## config.mk

```make
export PLATFORM = sky130hd
export DESIGN_NAME = ddu_lane
export DESIGN_NICKNAME = d
export VERILOG_FILES = /design/src/rtl/ddu_pkg.sv /design/src/rtl/ddu_lane.sv
export SDC_FILE = /design/constraint.sdc
export NUM_CORES = 2
export LEC_CHECK = 0
export BUFFER_PORTS_ARGS = -buffer_cell sky130_fd_sc_hd__buf_2
export CAP_MARGIN = 20
export CORE_MARGIN = 2
export CORE_UTILIZATION = 55
export DETAILED_ROUTE_END_ITERATION = 10
export PLACE_DENSITY = 0.83
export SYNTH_ARGS = -nofsm -noshare
export SYNTH_HDL_FRONTEND = slang
export SYNTH_SLANG_ARGS = --single-unit
export TNS_END_PERCENT = 30
```

## constraint.sdc

```tcl
create_clock -name clk_i -period 7.6 [get_ports clk_i]
set_input_delay 0.76 -clock clk_i [delete_from_list [all_inputs] [get_ports clk_i]]
set_output_delay 0.76 -clock clk_i [all_outputs]
set_load 0.05 [all_outputs]
```

## src/rtl/ddu_pkg.sv

```systemverilog
// Shared types and constants for the demons displacement update block.
// Used by ddu_lane, ddu_merge and demons_displacement_update_top; no dependencies.
`default_nettype none
package ddu_pkg;

  localparam int unsigned MAX_DIM = 3;

  localparam logic [1:0] CMD_FWD   = 2'd0;
  localparam logic [1:0] CMD_INV   = 2'd1;
  localparam logic [1:0] CMD_CLEAR = 2'd2;

  localparam logic [2:0] CFG_INV_NORM  = 3'd0;
  localparam logic [2:0] CFG_ROB_THR   = 3'd1;
  localparam logic [2:0] CFG_DIFF_THR  = 3'd2;
  localparam logic [2:0] CFG_DEN_THR   = 3'd3;
  localparam logic [2:0] CFG_USE_MGRAD = 3'd4;
  localparam logic [2:0] CFG_USE_SSD   = 3'd5;

  typedef enum logic [2:0] {
    LOP_NONE,
    LOP_GSQ,
    LOP_NUM,
    LOP_DINIT,
    LOP_DSTEP,
    LOP_RES,
    LOP_USQ
  } lane_op_e;

  typedef struct packed {
    logic gsum_en;
    logic chg_en;
    logic clear;
  } merge_ctl_t;

  typedef enum logic [3:0] {
    S_IDLE,
    S_PREP,
    S_MUL1,
    S_MUL2,
    S_MUL3,
    S_DEN1,
    S_DEN2,
    S_CHK,
    S_DINIT,
    S_DIV,
    S_RES,
    S_USQ,
    S_CHG,
    S_OUT
  } ctrl_state_e;

endpackage
`default_nettype wire

```

## src/rtl/ddu_lane.sv

```systemverilog
// One component lane: gradient square, numerator product, bit-serial divider
// and saturated signed result. Depends on ddu_pkg.
`default_nettype none
module ddu_lane #(
  parameter int unsigned FRAC_BITS = 16
) (
  input  wire logic              clk_i,
  input  wire logic              rst_ni,
  input  wire ddu_pkg::lane_op_e op_i,
  input  wire logic [31:0]       smag_i,
  input  wire logic              sneg_i,
  input  wire logic [31:0]       gmag_i,
  input  wire logic              gneg_i,
  input  wire logic [63:0]       den_i,
  output logic [63:0]            gsq_o,
  output logic [31:0]            u_o,
  output logic [63:0]            usq_o,
  output logic                   sat_o
);

  localparam int unsigned DW = 64 + FRAC_BITS;

  logic [31:0]    ma, mb;
  logic [63:0]    prod;
  logic [63:0]    gsq_q, n_q, rem_q, usq_q;
  logic [31:0]    dlo_q, q_q, u_q, um_q;
  logic           big_q, sat_q;
  logic [DW-1:0]  dvd;
  logic [63:0]    hi64;
  logic [64:0]    t, diff;
  logic           ge, neg, over;
  logic [31:0]    limit, qs;

  always_comb begin
    unique case (op_i)
      ddu_pkg::LOP_GSQ: begin
        ma = gmag_i;
        mb = gmag_i;
      end
      ddu_pkg::LOP_NUM: begin
        ma = smag_i;
        mb = gmag_i;
      end
      ddu_pkg::LOP_USQ: begin
        ma = um_q;
        mb = um_q;
      end
      default: begin
        ma = '0;
        mb = '0;
      end
    endcase
    prod = 64'(ma) * 64'(mb);
  end

  always_comb begin
    dvd   = {n_q, {FRAC_BITS{1'b0}}};
    hi64  = 64'(dvd[DW-1:32]);
    t     = {rem_q, dlo_q[31]};
    diff  = t - {1'b0, den_i};
    ge    = (t >= {1'b0, den_i});
    neg   = (sneg_i != gneg_i) && (n_q != '0);
    limit = neg ? 32'h8000_0000 : 32'h7FFF_FFFF;
    over  = big_q || (q_q > limit);
    qs    = over ? limit : q_q;
  end

  always_ff @(posedge clk_i or negedge rst_ni) begin
    if (!rst_ni) begin
      gsq_q <= '0;
      n_q   <= '0;
      rem_q <= '0;
      usq_q <= '0;
      dlo_q <= '0;
      q_q   <= '0;
      u_q   <= '0;
      um_q  <= '0;
      big_q <= 1'b0;
      sat_q <= 1'b0;
    end else begin
      unique case (op_i)
        ddu_pkg::LOP_GSQ: gsq_q <= prod;
        ddu_pkg::LOP_NUM: n_q <= prod;
        ddu_pkg::LOP_DINIT: begin
          big_q <= (hi64 >= den_i);
          rem_q <= hi64;
          dlo_q <= dvd[31:0];
          q_q   <= '0;
        end
        ddu_pkg::LOP_DSTEP: begin
          rem_q <= ge ? diff[63:0] : t[63:0];
          dlo_q <= {dlo_q[30:0], 1'b0};
          q_q   <= {q_q[30:0], ge};
        end
        ddu_pkg::LOP_RES: begin
          u_q   <= neg ? (32'd0 - qs) : qs;
          um_q  <= qs;
          sat_q <= over;
        end
        ddu_pkg::LOP_USQ: usq_q <= prod;
        default: ;
      endcase
    end
  end

  assign gsq_o = gsq_q;
  assign u_o   = u_q;
  assign usq_o = usq_q;
  assign sat_o = sat_q;

endmodule
`default_nettype wire

```

==> results.yml <==
routing:
  first_pass_iters: 7
  routed.top_layer: "met5"
  viasPerCell: 6.168
  wirelength_met1_um: 74840
  via_count: 52330
  routedWlPerCell_um: 25.02
  antenna_left: 0
  wl_met2_um: 90010
  drt_iter0_drc: 6156
  drc: 0
  met3RoutedLength_um: 30430
  drt_wl_total_um: 212300
sta:
  hold_ws_ps: 158.9
  min_period_over_period_pct: 115.0
  slew_headroom_pct: 27.01
  worst_slack_ps: -1143
  worstMarginPinSlew_ps: 1095
  hold_viol_final: 0
  fin_skew_ps: 31.32
  fin_crit_ps: 8743
  fmax_ghz: 0.1144
  rsz0062_at_grt: "yes"
  setup_violations: 149
  slew_violations: 0
synth:
  synth_fa_ha_area_share_pct: 42.27
  synth_xor_area_share_pct: 1.926
  synthSimpleGateAreaFrac_pct: 14.86
  postSynthCellCount: 6365
  synth_top_family_by_area: "adder cells"
  synth_edf_count: 0
  syn_area_per_cell_um2: 8.572
  synthesis.area_um2: 54560
  synthFlopType: "dfrtp_1"
  synth.mux.area_fraction_pct: 1.195
  syn_nets: 7805
  ys_warn_count: 0
  async_flop_share_pct: 100.0
  yosysSeqAreaShare_pct: 16.92
  ys_types: 76
  ys_ff_latch: 369
  synth_compound_area_share_pct: 13.62
critical_path:
  rr_endpoint: "n_q[60]"
  start_kind: "primary input"
  r2r_start: "um_q[9]"
  critPathMostFrequentCell: "fa_1"
  worstPathArrival_ps: 9180
  cp_max_fo: 8
  required_ps: 8040
  cp-end-kind: "register"
  r2r_setup_slack_ps: -780
  crit_type: "in2reg"
  ff2ff_path_depth: 26
  cpPeakStageDelay_ps: 640
  cp_slowest_cell: "or4_4"
floorplan:
  fp.dieH_um: 319.0
  die_area_um2: 101700
  initial_core_util_pct: 55.44
  ios: 296
  fp.dieW_um: 319.0
  row_count: 115
  core_um2: 98420
final_layout:
  instances_no_fill: 8484
  syn_to_final_growth_pct: 24.60
  nNetsFinal: 8604
  final_cell_mix: "950 x inv_1, 940 x nand2_1, 847 x fa_1"
  final_common_cell: "inv_1"
  fillers: 7163
  drive_gt1_share_pct: 22.76
place:
  place_congestion: 1.092
  dpl.hpwl_um: 166500
  post-place-ws_ps: -1840
  portBuffers: 295
  placedCellCount: 8287
power:
  max-vdd-ir-drop_mv: 0.1610
  powerDensity_nw_per_um2: 144.3
  p_leak_uw: 0.03406
clock_network:
  h-tree-depth: 2
  cts_tree: "built"
  cts-root-buf: "clkbuf_16"
  cts.reportedPaths.clkPinSlew_ps: 70
  numCtsBuffers: 38
  clkSinkCount: 369
  clk_latency_ps: 610
  holdBufCountCts: 0
  max-clock-path-buffers: 3
global_routing:
  track_usage_pct: 41.18
  grt_pass1_vias: 53660
  grt_overflow_total: 0
  grt_pass1_wl_um: 317400
  antenna_found_initial: 5
  grt_max_degree: 129
outcome:
  violations: "negative setup slack"
  status: "finished with violations"
job:
  cap_violations: 0
worst_hold_path:
  hold_class: "in2async"
==> cells by family after synthesis <==
| family | Yosys count |
|---|---|
| simple gates | 1985 |
| buf+inv | 1334 |
| flops | 369 |
| mux | 61 |
| compound gates | 1191 |
| xor+xnor | 120 |
| fa+ha+maj | 1305 |
==> worst max-delay path: cells and delay by family <==
family | cells | cell delay (ps)
adder cells (fa/ha/maj) | 9 | 4250
AND/OR/NAND/NOR | 7 | 1330
buffers and inverters | 10 | 1310
AO/OA/AOI/OAI | 7 | 1230
XOR/XNOR | 1 | 270
==> flip-flops by register name (all words and copies together) (netlist names) <==
register and flops:
q_q 32, usq_o 64, u_o 32, big_q 1
gsq_o 64, n_q 64, rem_q 64, dlo_q 16
sat_o 1, um_q 31
==> synthesized netlist by cell type (11+ instances only) <==
master	number	area share, %
nor2_1	766	5.3
o21ai_0	320	2.9
or3_1	19	0.22
o21bai_1	29	0.40
mux2i_1	28	0.51
o31ai_1	31	0.43
dfrtp_1	369	17
nand2_1	946	6.5
buf_1	22	0.15
fa_1	897	33
a21o_1	133	1.8
mux2_1	19	0.39
a211oi_1	23	0.32
a31oi_1	56	0.64
and3_1	20	0.23
mux2_2	14	0.29
nor4_1	31	0.36
nand2b_1	19	0.22
nor2b_1	12	0.14
a21oi_1	233	2.1
ha_1	408	9.4
o21ai_1	98	0.90
buf_2	11	0.10
o211ai_1	20	0.28
nor3_1	31	0.28
nand3_1	34	0.31
clkbuf_1	330	2.3
xor2_1	44	0.71
xnor2_1	76	1.2
and2_1	26	0.30
inv_1	968	6.7
o21a_1	19	0.26
a22o_1	62	1.0
nand4_1	43	0.49
a22oi_1	81	1.1
==> report_power, final <==
part	internal, uW	total (uW)	switching [uW]
Combinational	1860	5110	3250
Clock	1130	2030	903
Sequential	2310	2670	355
Total	5300	9810	4510
==> per-layer routing <==
layer | global-route usage (%) | vias up
met5 | 0 | -
met4 | 25.20 | 4
met3 | 15.28 | 1010
met2 | 61.65 | 3785
met1 | 50.72 | 25620
li1 | - | 21910
==> area by class of cell <==
type	instances	area [um^2]	share of cell area, %
clock buffer	49	1072	1.577
clock inverter	21	256.5	0.3773
timing repair buffer	1121	9365	13.78
inverter	969	3637	5.350
antenna	3	7.507	0.01104
tap	1287	1610	2.369
multi-input combinational	4665	42800	62.96
sequential	369	9234	13.58
==> worst max-delay path by stage <==
stage,startpoint,to,slack [ps],depth (start not counted)
final,op_i[1],n_q[60],-1140,34
after global routing,op_i[1],n_q[60],-1280,34
after CTS,op_i[1],usq_o[56],-850,35
after detailed placement,op_i[1],n_q[60],-1840,33
after global placement,op_i[1],n_q[50],-1720,36
after floorplan,op_i[1],n_q[60],-930,30
==> stage by stage <==
stage	cell area (um^2)	TNS, ps	utilization (%)	total power (uW)
6_report	67990	-102420	69.08	9809
3_5_place_dp	62840	-236060	63.85	7248
4_1_cts	66770	-75950	67.84	9505
2_1_floorplan	55150	-76730	-	5379
5_1_grt	67980	-127110	69.07	10230
3_3_place_gp	62840	-216670	63.85	7112
==> timing repair <==
action,CTS,global route
gates resized for setup,388,216
buffers inserted,88,29
gates cloned,11,1
pin swaps,134,121
endpoints found under the setup margin,150,150
Power figures use the tool's default switching activity.
