--- config.mk ---
export PLATFORM = sky130hd
export DESIGN_NAME = ddu_merge
export DESIGN_NICKNAME = d
export VERILOG_FILES = /design/src/rtl/ddu_pkg.sv /design/src/rtl/ddu_merge.sv
export SDC_FILE = /design/constraint.sdc
export NUM_CORES = 1
export LEC_CHECK = 0
export BUFFER_PORTS_ARGS = -buffer_cell sky130_fd_sc_hd__clkbuf_2
export CAP_MARGIN = 10
export CORE_UTILIZATION = 40
export CTS_BUF_LIST = sky130_fd_sc_hd__clkbuf_16
export CTS_CLUSTER_SIZE = 14
export DETAILED_ROUTE_END_ITERATION = 10
export GPL_TIMING_DRIVEN = 0
export PLACE_DENSITY = 0.73
export SYNTH_ARGS = -nofsm -noshare
export SYNTH_HDL_FRONTEND = slang
export SYNTH_SLANG_ARGS = --single-unit
--- constraint.sdc ---
create_clock -name clk_i -period 10.1 [get_ports clk_i]
set_input_delay 1.01 -clock clk_i [delete_from_list [all_inputs] [get_ports clk_i]]
set_output_delay 1.01 -clock clk_i [all_outputs]
set_load 0.1 [all_outputs]
--- src/rtl/ddu_pkg.sv ---
// Shared types and constants for the demons displacement update block.
// Used by ddu_lane, ddu_merge and demons_displacement_update_top; no dependencies.
`default_nettype none
package ddu_pkg;

  localparam int unsigned MAX_DIM = 3;

  localparam logic [1:0] CMD_FWD   = 2'd0;
  localparam logic [1:0] CMD_INV   = 2'd1;
  localparam logic [1:0] CMD_CLEAR = 2'd2;

  localparam logic [2:0] CFG_INV_NORM  = 3'd0;
  localparam logic [2:0] CFG_ROB_THR   = 3'd1;
  localparam logic [2:0] CFG_DIFF_THR  = 3'd2;
  localparam logic [2:0] CFG_DEN_THR   = 3'd3;
  localparam logic [2:0] CFG_USE_MGRAD = 3'd4;
  localparam logic [2:0] CFG_USE_SSD   = 3'd5;

  typedef enum logic [2:0] {
    LOP_NONE,
    LOP_GSQ,
    LOP_NUM,
    LOP_DINIT,
    LOP_DSTEP,
    LOP_RES,
    LOP_USQ
  } lane_op_e;

  typedef struct packed {
    logic gsum_en;
    logic chg_en;
    logic clear;
  } merge_ctl_t;

  typedef enum logic [3:0] {
    S_IDLE,
    S_PREP,
    S_MUL1,
    S_MUL2,
    S_MUL3,
    S_DEN1,
    S_DEN2,
    S_CHK,
    S_DINIT,
    S_DIV,
    S_RES,
    S_USQ,
    S_CHG,
    S_OUT
  } ctrl_state_e;

endpackage
`default_nettype wire

--- src/rtl/ddu_merge.sv ---
// Merging stage: sums the lanes' gradient squares and accumulates the
// squared update components with saturation. Depends on ddu_pkg.
`default_nettype none
module ddu_merge (
  input  wire logic                clk_i,
  input  wire logic                rst_ni,
  input  wire ddu_pkg::merge_ctl_t ctl_i,
  input  wire logic [63:0]         gsq_i [ddu_pkg::MAX_DIM],
  input  wire logic [63:0]         usq_i [ddu_pkg::MAX_DIM],
  output logic [63:0]              gsum_o,
  output logic [63:0]              sq_change_o,
  output logic                     chg_sat_o
);

  logic [65:0] gs;
  logic [66:0] tot;
  logic [63:0] gsum_q, chg_q;
  logic        chg_sat_q;

  always_comb begin
    gs  = '0;
    tot = 67'(chg_q);
    for (int j = 0; j < ddu_pkg::MAX_DIM; j++) begin
      gs  = gs + 66'(gsq_i[j]);
      tot = tot + 67'(usq_i[j]);
    end
  end

  always_ff @(posedge clk_i) begin
    if (ctl_i.gsum_en) begin
      gsum_q <= gs[63:0];
    end
  end

  always_ff @(posedge clk_i or negedge rst_ni) begin
    if (!rst_ni) begin
      chg_q     <= '0;
      chg_sat_q <= 1'b0;
    end else if (ctl_i.clear) begin
      chg_q     <= '0;
      chg_sat_q <= 1'b0;
    end else if (ctl_i.chg_en) begin
      chg_q     <= (tot[66:64] != '0) ? '1 : tot[63:0];
      chg_sat_q <= (tot[66:64] != '0);
    end
  end

  assign gsum_o      = gsum_q;
  assign sq_change_o = chg_q;
  assign chg_sat_o   = chg_sat_q;

endmodule
`default_nettype wire

==> results of run 1 <==
[stage by stage]
| step | utilization, % | power, µW | setup WS (ns) | std cells | hold WS [ns] |
|---|---|---|---|---|---|
| CTS | 50.0 | 6030 | 4.61 | 3004 | 0.502 |
| global placement | 48.5 | 5330 | 4.17 | 2970 | 0.563 |
| detailed placement | 48.6 | 5360 | 4.17 | 2972 | 0.595 |
| finish | 50.0 | 6040 | 4.49 | 3005 | 0.514 |
| floorplan | - | 4350 | 5.06 | 1914 | 0.714 |
| global route | 50.0 | 6450 | 4.20 | 3005 | 0.526 |
[how the worst max path moves through the flow]
stage / to / slack (ns) / cells after the start
after floorplan: sq_change_o[53] / 5.06 / 19
after global placement: sq_change_o[40] / 4.17 / 19
after detailed placement: sq_change_o[39] / 4.17 / 19
after CTS: sq_change_o[41] / 4.61 / 19
after global routing: sq_change_o[40] / 4.20 / 20
final: sq_change_o[41] / 4.49 / 20
[report_power, final]
| part | internal, µW | switching [µW] | total (µW) |
|---|---|---|---|
| Combinational | 1360 | 3200 | 4550 |
| Clock | 361 | 273 | 634 |
| Sequential | 747 | 106 | 853 |
| Total | 2470 | 3570 | 6040 |
[state kept, by name, summed over array words and instances, names as in the netlist]
name         count
gsum_o          64
sq_change_o     64
chg_sat_o        1
[cells in the mapped netlist (8+ instances only)]
cell      instances  area (µm²)
and3_1           12        75.1
nand4_1          39         244
nand2_1          96         360
xnor2_1          68         596
a211oi_2         49         613
a21oi_1         148         741
o21ai_0          73         365
dfrtp_1          65        1630
nor2_1          121         454
nor2b_1          15        93.8
nand3_1          20         100
inv_1           402        1510
clkbuf_1         60         225
a21boi_0          9        67.6
edfxtp_1         64        1920
nand2b_1         14        87.6
a21o_1           62         465
o211ai_1          8        60.1
fa_1            192        3840
a31oi_1          18         113
o21bai_1         27         203
ha_1            127        1590
a211oi_1         26         195
xor2_1           56         490
nor3_1           23         115
o21a_1           15         113
[cell type report]
cell class                      count  area [µm²]  area share, %
Clock buffer                       17         425           2.02
Timing Repair Buffer              519        2650           12.6
Multi-Input combinational cell   1309       11800           55.9
Inverter                          402        1510           7.17
Clock inverter                     15         145          0.689
Tap cell                          539         674           3.20
Buffer                             74         335           1.59
Sequential cell                   129        3550           16.9
Antenna cell                        1        2.50         0.0119
[cells by family after synthesis]
| group | synth area share (%) |
|---|---|
| flip-flops | 20.7 |
| adder cells (fa/ha/maj) | 31.7 |
| AND/OR/NAND/NOR | 10.4 |
| buffers and inverters | 10.8 |
| XOR/XNOR | 6.33 |
| AO/OA/AOI/OAI | 20.2 |
[layer usage]
metal / routed length [µm] / global-route usage, % / vias up / part of all wire (%)
li1: - / - / 7453 / -
met5: 0 / 0 / - / 0
met3: 2790 / 3.62 / 72 / 5.2
met2: 28300 / 46.3 / 542 / 53
met1: 20700 / 28.2 / 7519 / 39
met4: 1670 / 9.36 / 0 / 3.1
==> summary.md, run 1 <==
### Placement
- number of buffers added on ports: 517
- placed cell areas: 20500 µm²
- half-perimeter wire length after detailed placement: 45400 µm
- global placement routability congestion: 0.949

### Critical path
- Critical Path Fanout Max: 10
- reg-to-reg setup timing slack: 5.20 ns
- slowest cell on the critical path: a2111oi_0
- startpoint-to-endpoint class of the critical path: input port to register
- Critical Path Sink Type: register
- beginning of the critical path: usq_i[42]
- crit path cell chain: clkbuf_2, inv_1, fa_1, fa_1, inv_1, ha_1, clkbuf_1, a21oi_1, o21ai_0, a2111oi_0, nor3_1, nor2_1, o221ai_1, a211oi_1, o311ai_2, a311oi_1, a21o_1, buf_6, buf_6, a211oi_2
- CP delay by family, top: compound AO/OA/AOI/OAI gates
- count of cells along the worst register-to-register path: 18
- worst r2r dst: sq_change_o[41]
- data arrival time of the worst path: 5.88 ns
- Worst path max stage delay: 0.71 ns
- Worst setup SP type: input port
- required time worst endpoint: 10.38 ns
- worst path bufs/invs: 6
- worst reg2reg startpoint: sq_change_o[42]

### Detailed routing
- detailed-route wire length per cell: 17.8 µm
- DRC violation count after routing: 0
- via count normalized by instance count: 5.19
- TritonRoute pass-1 iters: 5
- 1st-iter DRT viols: 777
- detailed-route wire length: 53400 µm
- vias after detailed routing: 15600
- remaining antenna violation count after routing: 0

### Timing
- final critical delay including setup and external delays: 5.61 ns
- normalized max-slew margin: 39.3%
- Max Clk Rate: 178 MHz
- setup violation total in the final timing report: 0
- final hold violations: 0
- Final Slew Violations: 0
- final clock period utilization by the worst path: 55.5%
- transition at the pin with the smallest max-transition slack: 0.905 ns
- Final TNS setup: 0 ns
- Fin Clk Skew: 0.0144 ns
- setup repair after global routing missed its margin: false

### Floorplan
- x dimension of the die: 209 µm
- Initial Util: 40.7%
- floorplan core area: 42100 µm²
- die height: 209 µm
- Die Outline Area: 43700 µm²
- number of core rows: 75
- number of top-level pins: 518

### Clock tree
- post-cts sizing count: 0
- clock tree buffer depth: 2
- TritonCTS clock tree: done
- total CTS buffers: 17
- insertion delay of the later-clocked pin in the worst-skew pair: 0.45 ns
- clock slew seen by the registers of the worst setup and hold paths: 0.06 ns
- clk sink count: 129
- CTS Root Cell: clkbuf_16
- total number of H-tree levels: 4
- post-CTS setup buffer count: 0
- number of buffers inserted by hold repair at cts: 0

### Synth
- Synth Flop Type: dfrtp_1
- number of flops mapped to enable cells by yosys: 64
- Netlist cell types: 70
- synthesized area: 17200 µm²
- async set-reset flop share out of synthesis: 50.4%
- Synth Register Bits: 129
- mean cell area of the mapped netlist: 8.96 µm²
- Yosys warning count: 0
- cells after synthesis: 1914
- synthesized net count: 2622
- fraction of the yosys area taken by sequential cells: 20.7%

### Pwr
- Max IR drop VDD: 0.000142 V
- leakage power total: 0.0108 µW
- total power divided by cell area: 287 nW/µm²

### Run status
- result of the run: complete, no violations

### Layout
- post-route design area: 21100 µm²
- most frequent standard cell in the layout excluding fill and tap cells: clkbuf_2
- layout overhead on the synthesized area: 22.7%
- number of nets at the end of the flow: 3160
- fraction of final layout cells sized beyond drive strength 1: 25.4%
- leading cell types in the layout, fill and taps excluded: clkbuf_2 (516), inv_1 (404), fa_1 (192)
- fillers: 3992

### Global routing
- largest net degree at the start of global routing: 56
- antenna violations before repair: 1
- global-route wire length before repair: 84600 µm
- via count of the first global-routing pass: 16400
- total overflow reported by the global router: 0
- GRT Total Usage: 24.7%

### Worst hold path
- Hold/Removal Path Class: input port to asynchronous set/reset pin

### Flow run
- max-cap viol count: 0

No activity file was read; power rests on OpenSTA's default activity.
==> run 2, diff against run 1 <==
--- a/config.mk
+++ b/config.mk
@@ -12,7 +12,7 @@
 export CTS_CLUSTER_SIZE = 14
 export DETAILED_ROUTE_END_ITERATION = 10
 export GPL_TIMING_DRIVEN = 0
-export PLACE_DENSITY = 0.73
+export PLACE_DENSITY = 0.75
 export SYNTH_ARGS = -nofsm -noshare
 export SYNTH_HDL_FRONTEND = slang
 export SYNTH_SLANG_ARGS = --single-unit
==> constraint.sdc (replaced) <==
create_clock -name clk_i -period 4.8 [get_ports clk_i]
set_input_delay 0.48 -clock clk_i [delete_from_list [all_inputs] [get_ports clk_i]]
set_output_delay 0.48 -clock clk_i [all_outputs]
set_load 0.1 [all_outputs]
==> run 2 against run 1 <==
Compared with the run above:
- first-iteration DRC count grew 4.9%
- sequential power grew 110%
- die area is the same
- wire length grew 0.19%
- global-route usage grew 0.28 points
- setup slack lost 4.3 ns
- sequential share of layout area shrank 0.17 points
- via count grew 0.37%
- critical path type unchanged
- highest routed layer unchanged
==> summary.md, run 2 (synthesized netlist as in run 1, its figures left out) <==
### Detailed routing
- detailed-route wire length: 53500 µm, +0.19%
- via count normalized by instance count: 5.20, +0.23%
- remaining antenna violation count after routing: 0, unchanged
- DRC violation count after routing: 0, unchanged
- TritonRoute pass-1 iters: 5, unchanged
- 1st-iter DRT viols: 815, +4.9%
- vias after detailed routing: 15600, +0.37%
- detailed-route wire length per cell: 17.8 µm, about the same

### Timing
- Max Clk Rate: 215 MHz
- PnR worst setup slack: 0.157 ns, -4.34 ns
- transition at the pin with the smallest max-transition slack: 0.799 ns, -0.107 ns
- normalized max-slew margin: 46.8%, +7.5 points
- final critical delay including setup and external delays: 4.64 ns
- Final Slew Violations: 0, unchanged
- final hold violations: 0, unchanged
- final clock period utilization by the worst path: 96.7%
- setup repair after global routing missed its margin: false
- setup violation total in the final timing report: 0, unchanged
- Fin Clk Skew: 0.00888 ns, -0.00556 ns

### Layout
- Cell Count, Final, Fillers Out: 3009, +0.13%
- final standard cell utilization of the core: 50.5%, +0.51 points
- most frequent standard cell in the layout excluding fill and tap cells: clkbuf_2
- fraction of final layout cells sized beyond drive strength 1: 26.3%, +0.92 points
- post-route design area: 21300 µm², +1.0%
- number of nets at the end of the flow: 3165, +0.16%
- count of antenna diodes in the layout: 0, -1
- layout overhead on the synthesized area: 24.0%
- leading cell types in the layout, fill and taps excluded: clkbuf_2 (515), inv_1 (404), fa_1 (191)

### Global routing
- global-route wire length before repair: 85600 µm, +1.2%
- antenna violations before repair: 0, -1
- via count of the first global-routing pass: 16500, +1.0%
- total overflow reported by the global router: 0, unchanged
- GRT Total Usage: 25.0%, +0.28 points
- largest net degree at the start of global routing: 55, -1.8%

### Floorplan
- die height: 209 µm, unchanged
- number of core rows: 75, unchanged
- number of top-level pins: 518, unchanged
- Initial Util: 40.7%, unchanged
- floorplan core area: 42100 µm², unchanged
- x dimension of the die: 209 µm, unchanged
- Die Outline Area: 43700 µm², unchanged

### Clock tree
- total CTS buffers: 17, unchanged
- clock tree buffer depth: 2, unchanged
- clk sink count: 129, unchanged
- CTS Root Cell: clkbuf_16
- clock slew seen by the registers of the worst setup and hold paths: 0.07 ns, about the same
- TritonCTS clock tree: done
- total number of H-tree levels: 4, unchanged
- insertion delay of the later-clocked pin in the worst-skew pair: 0.44 ns, about the same

### Worst hold path
- Hold/Removal Path Class: input port to register

### Critical path
- Worst setup SP type: input port
- crit path cell chain: clkbuf_2, inv_1, fa_1, fa_1, inv_1, ha_1, clkbuf_1, nand2_1, o21ai_1, a21boi_0, o21a_1, o221ai_1, a31o_4, a41o_1, a21oi_1, a311oi_2, a21o_1, buf_12, buf_6, a211oi_2
- Critical Path Sink Type: register
- worst path bufs/invs: 6, unchanged
- slowest cell on the critical path: fa_1
- startpoint-to-endpoint class of the critical path: input port to register
- CP delay by family, top: compound AO/OA/AOI/OAI gates
- data arrival time of the worst path: 4.92 ns, -0.96 ns
- required time worst endpoint: 5.08 ns, -5.30 ns
- Critical Path Fanout Max: 10, unchanged
- Worst path max stage delay: 0.51 ns, -0.20 ns

### Placement
- post-placement worst setup slack: -0.736 ns, -4.91 ns
- number of buffers added on ports: 517, unchanged
- number of placed instances, taps included: 2972, unchanged
- placed cell areas: 20500 µm², unchanged
- half-perimeter wire length after detailed placement: 45700 µm, +0.68%
- global placement routability congestion: 0.928, -2.3%

### Run status
- result of the run: complete, no violations

### Pwr
- leakage power total: 0.0109 µW, +0.45%
- total power divided by cell area: 610 nW/µm², +110%
- total power consumption of the routed design: 13000 µW, +110%
- Max IR drop VDD: 0.000333 V, +130%

### Flow run
- max-cap viol count: 0, unchanged

## run 2: where the power goes
group	internal [µW]	total [µW]	switching, µW
combinational	3010	9820	6810
clock	760	1330	569
sequential	1570	1810	240
## run 2: final timing paths
check / from / to / slack (ns) / cells past startpoint
max: usq_i[35] / sq_change_o[43] / 0.16 / 20
min: ctl_i[2] / gsum_o[62] / 0.43 / 1
max reg2reg: sq_change_o[35] / sq_change_o[43] / 0.30 / 18
min reg2reg: chg_sat_o / chg_sat_o / 0.53 / 2
max in group asynchronous: rst_ni / sq_change_o[32] / 3.66 / 3
min in group asynchronous: rst_ni / sq_change_o[55] / 0.55 / 2
## run 2: final cells by class
| class | instances | area (µm²) |
|---|---|---|
| plain buffers | 72 | 343 |
| flip-flops and latches | 129 | 3550 |
| clock buffers | 17 | 425 |
| inverters | 402 | 1510 |
| fillers | 3939 | 20900 |
| well taps | 539 | 674 |
| multi-input cells | 1309 | 11900 |
| repair buffers | 526 | 2700 |
| clock inverters | 15 | 146 |
## run 2: layer usage
| layer | GRT usage, % | up-vias | part of all wire [%] |
|---|---|---|---|
| li1 | - | 7449 | - |
| met1 | 28.4 | 7506 | 38 |
| met2 | 47.0 | 596 | 53 |
| met3 | 3.53 | 92 | 5.1 |
| met4 | 9.58 | 0 | 3.4 |
| met5 | 0 | - | 0 |
## run 2: repair_timing
action / CTS / global route
pin swaps: 2 / 14
endpoints found under the hold margin: 22 / 0
setup buffers: 1 / 5
resized for setup: 17 / 18
setup endpoints to repair: 65 / 65
hold buffers: 1 / 0
## run 2: through the flow
| step | hold WS [ns] | TNS [ns] |
|---|---|---|
| after floorplan | 0.184 | 0 |
| after global placement | 0.514 | -40.37 |
| after detailed placement | 0.462 | -43.90 |
| after CTS | 0.410 | 0 |
| after global routing | 0.429 | 0 |
| final | 0.434 | 0 |
==> run 3, diff against run 2 <==
--- a/config.mk
+++ b/config.mk
@@ -12,7 +12,8 @@
 export CTS_CLUSTER_SIZE = 14
 export DETAILED_ROUTE_END_ITERATION = 10
 export GPL_TIMING_DRIVEN = 0
-export PLACE_DENSITY = 0.75
+export PLACE_DENSITY = 0.73
+export RECOVER_POWER = 25
 export SYNTH_ARGS = -nofsm -noshare
 export SYNTH_HDL_FRONTEND = slang
 export SYNTH_SLANG_ARGS = --single-unit
==> constraint.sdc (replaced) <==
create_clock -name clk_i -period 4.45 [get_ports clk_i]
set_input_delay 0.445 -clock clk_i [delete_from_list [all_inputs] [get_ports clk_i]]
set_output_delay 0.445 -clock clk_i [all_outputs]
set_load 0.1 [all_outputs]
==> run 3 against run 2 <==
Compared with the run above:
- the run now ends with max-capacitance violations, max-slew violations, negative setup slack left
- via count increased by 1.6%
- setup slack got worse by 0.17 ns
- power increased by 13%
- cell area increased by 2.7%
- sequential share of layout area decreased by 0.38 points
- final cell count increased by 0.56%
- clock skew increased by 0.0019 ns
- flip-flop and latch count unchanged
- wire length increased by 2.0%
- critical path depth increased by 1
- register-to-register slack got worse by 0.15 ns
==> summary.md, run 3 (synthesized netlist as in run 1, its figures left out) <==
### Run status
- result of the run: finished, violations left
- violations in the final reports: max-capacitance violations, max-slew violations, negative setup slack

### Layout
- post-route design area: 21800 µm², +2.7%
- layout overhead on the synthesized area: 27.2%
- final standard cell utilization of the core: 51.8%, +1.3 points
- most frequent standard cell in the layout excluding fill and tap cells: clkbuf_2
- number of nets at the end of the flow: 3181, +0.51%
- fraction of final layout cells sized beyond drive strength 1: 29.0%, +2.7 points
- leading cell types in the layout, fill and taps excluded: clkbuf_2 (511), inv_1 (394), fa_1 (190)
- Cell Count, Final, Fillers Out: 3026, +0.56%

### Critical path
- number of gates on the worst path with buffers counted: 21, +5.0%
- Critical Path Fanout Max: 7, -3
- worst path bufs/invs: 7, +1
- Crit path top cell by count: fa_1
- Worst setup SP type: input port
- Worst path max stage delay: 0.52 ns, about the same
- count of cells along the worst register-to-register path: 19, +1
- slowest cell on the critical path: fa_1
- crit path cell chain: clkbuf_2, inv_1, fa_1, fa_1, inv_2, ha_4, buf_6, nand4_1, or3_4, a2111oi_4, buf_4, nor3_4, o21bai_2, a21bo_4, a21oi_4, o311ai_4, a311oi_1, a21o_2, buf_12, clkbuf_16, a211oi_2
- CP delay by family, top: compound AO/OA/AOI/OAI gates
- startpoint-to-endpoint class of the critical path: input port to register
- data arrival time of the worst path: 4.80 ns, -0.12 ns
- Critical Path Sink Type: register
- required time worst endpoint: 4.79 ns, -0.29 ns

### Floorplan
- x dimension of the die: 209 µm, unchanged
- die height: 209 µm, unchanged
- Initial Util: 40.7%, unchanged
- floorplan core area: 42100 µm², unchanged
- number of top-level pins: 518, unchanged
- number of core rows: 75, unchanged
- Die Outline Area: 43700 µm², unchanged

### Flow run
- max-cap viol count: 2, +2

### Placement
- number of buffers added on ports: 517, unchanged
- placed cell areas: 20500 µm², about the same
- post-placement worst setup slack: -0.836 ns, -0.0995 ns
- half-perimeter wire length after detailed placement: 45600 µm, -0.27%
- global placement routability congestion: 0.931, +0.40%
- number of placed instances, taps included: 2972, unchanged

### Timing
- Final Slew Violations: 93, +93
- Fin Clk Skew: 0.0108 ns, +0.00194 ns
- Final TNS setup: -0.0161 ns, -0.0161 ns
- final hold violations: 0, unchanged
- setup violation total in the final timing report: 1, +1
- normalized max-slew margin: -92.4%, -140 points
- transition at the pin with the smallest max-transition slack: 2.89 ns, +2.09 ns
- Max Clk Rate: 224 MHz
- final critical delay including setup and external delays: 4.47 ns
- PnR worst setup slack: -0.0161 ns, -0.173 ns
- final clock period utilization by the worst path: 100%
- setup repair after global routing missed its margin: true

### Clock tree
- TritonCTS clock tree: done
- total CTS buffers: 17, unchanged
- CTS Root Cell: clkbuf_16
- clk sink count: 129, unchanged
- clock tree buffer depth: 2, unchanged
- insertion delay of the later-clocked pin in the worst-skew pair: 0.44 ns, about the same
- clock slew seen by the registers of the worst setup and hold paths: 0.06 ns, about the same
- total number of H-tree levels: 4, unchanged

### Pwr
- total power divided by cell area: 670 nW/µm², +10%
- leakage power total: 0.0110 µW, +1.3%
- Max IR drop VDD: 0.000360 V, +8.0%

### Global routing
- largest net degree at the start of global routing: 48, -13%
- total overflow reported by the global router: 0, unchanged
- via count of the first global-routing pass: 16800, +1.6%
- antenna violations before repair: 1, +1
- GRT Total Usage: 24.9%, -0.12 points
- global-route wire length before repair: 85200 µm, -0.48%

### Detailed routing
- vias after detailed routing: 15900, +1.6%
- DRC violation count after routing: 0, unchanged
- remaining antenna violation count after routing: 0, unchanged
- 1st-iter DRT viols: 862, +5.8%
- detailed-route wire length per cell: 18.1 µm, +1.4%
- via count normalized by instance count: 5.25, +1.0%
- TritonRoute pass-1 iters: 5, unchanged
- detailed-route wire length: 54600 µm, +2.0%

### Worst hold path
- hold-critical path depth: 3, +2
- Hold/Removal Path Class: input port to register

run 3: changes by cell type in the layout (fill, tap and decap cells not counted), sizes merged:
cell / change
clkinv: -2
bufbuf: +1
buf: +14
clkinvlp: +2
diode: +1
bufinv: -1
dlymetal6s4s: +1
inv: +1
run 3: final timing paths:
check	start	endpoint	slack (ns)
min reg2reg	chg_sat_o	chg_sat_o	0.55
min in group asynchronous	rst_ni	sq_change_o[55]	0.83
max in group asynchronous	rst_ni	sq_change_o[22]	0.65
max	usq_i[80]	sq_change_o[16]	-0.02
min	ctl_i[0]	sq_change_o[62]	0.45
max reg2reg	sq_change_o[16]	sq_change_o[16]	0.15
run 3: worst min-delay path, cell delays in order:
cell and delay, ns:
clkbuf_2 0.09, o21bai_1 0.15, o221ai_1 0.14
run 3: power breakdown:
group,switching (µW),internal (µW),total (µW)
Sequential,254,1700,1960
Combinational,7580,3700,11300
Clock,627,773,1400
Total,8460,6180,14600
run 3: timing repair:
| item | 4_1_cts | 5_1_grt |
|---|---|---|
| buffers inserted | 7 | 12 |
| resized for setup | 39 | 78 |
| cloned | 1 | 6 |
| pin swaps | 9 | 37 |
| hold buffers | 1 | 0 |
| hold endpoints to repair | 21 | 0 |
| setup endpoints to repair | 66 | 68 |
run 3: metrics by stage:
step	power, µW	hold slack, ns
final	14600	0.448
after global routing	15600	0.444
after CTS	14000	0.414
after detailed placement	12200	0.412
after global placement	12100	0.512
after floorplan	9880	0.149
run 3: cell type report:
type                    count  area, µm²
diodes                      1       2.50
plain buffers              68        398
clock buffers              17        425
clock inverters            15        136
fillers                  3947      20300
inverters                 402       1510
multi-input cells        1309      12200
flip-flops and latches    129       3560
well taps                 539        674
repair buffers            546       2960
run 3: metal layers:
layer  wire [µm]  GRT usage (%)
met3        2880           4.09
met2       28600           46.0
met4        2230           11.2
met1       20900           27.9
met5           0              0
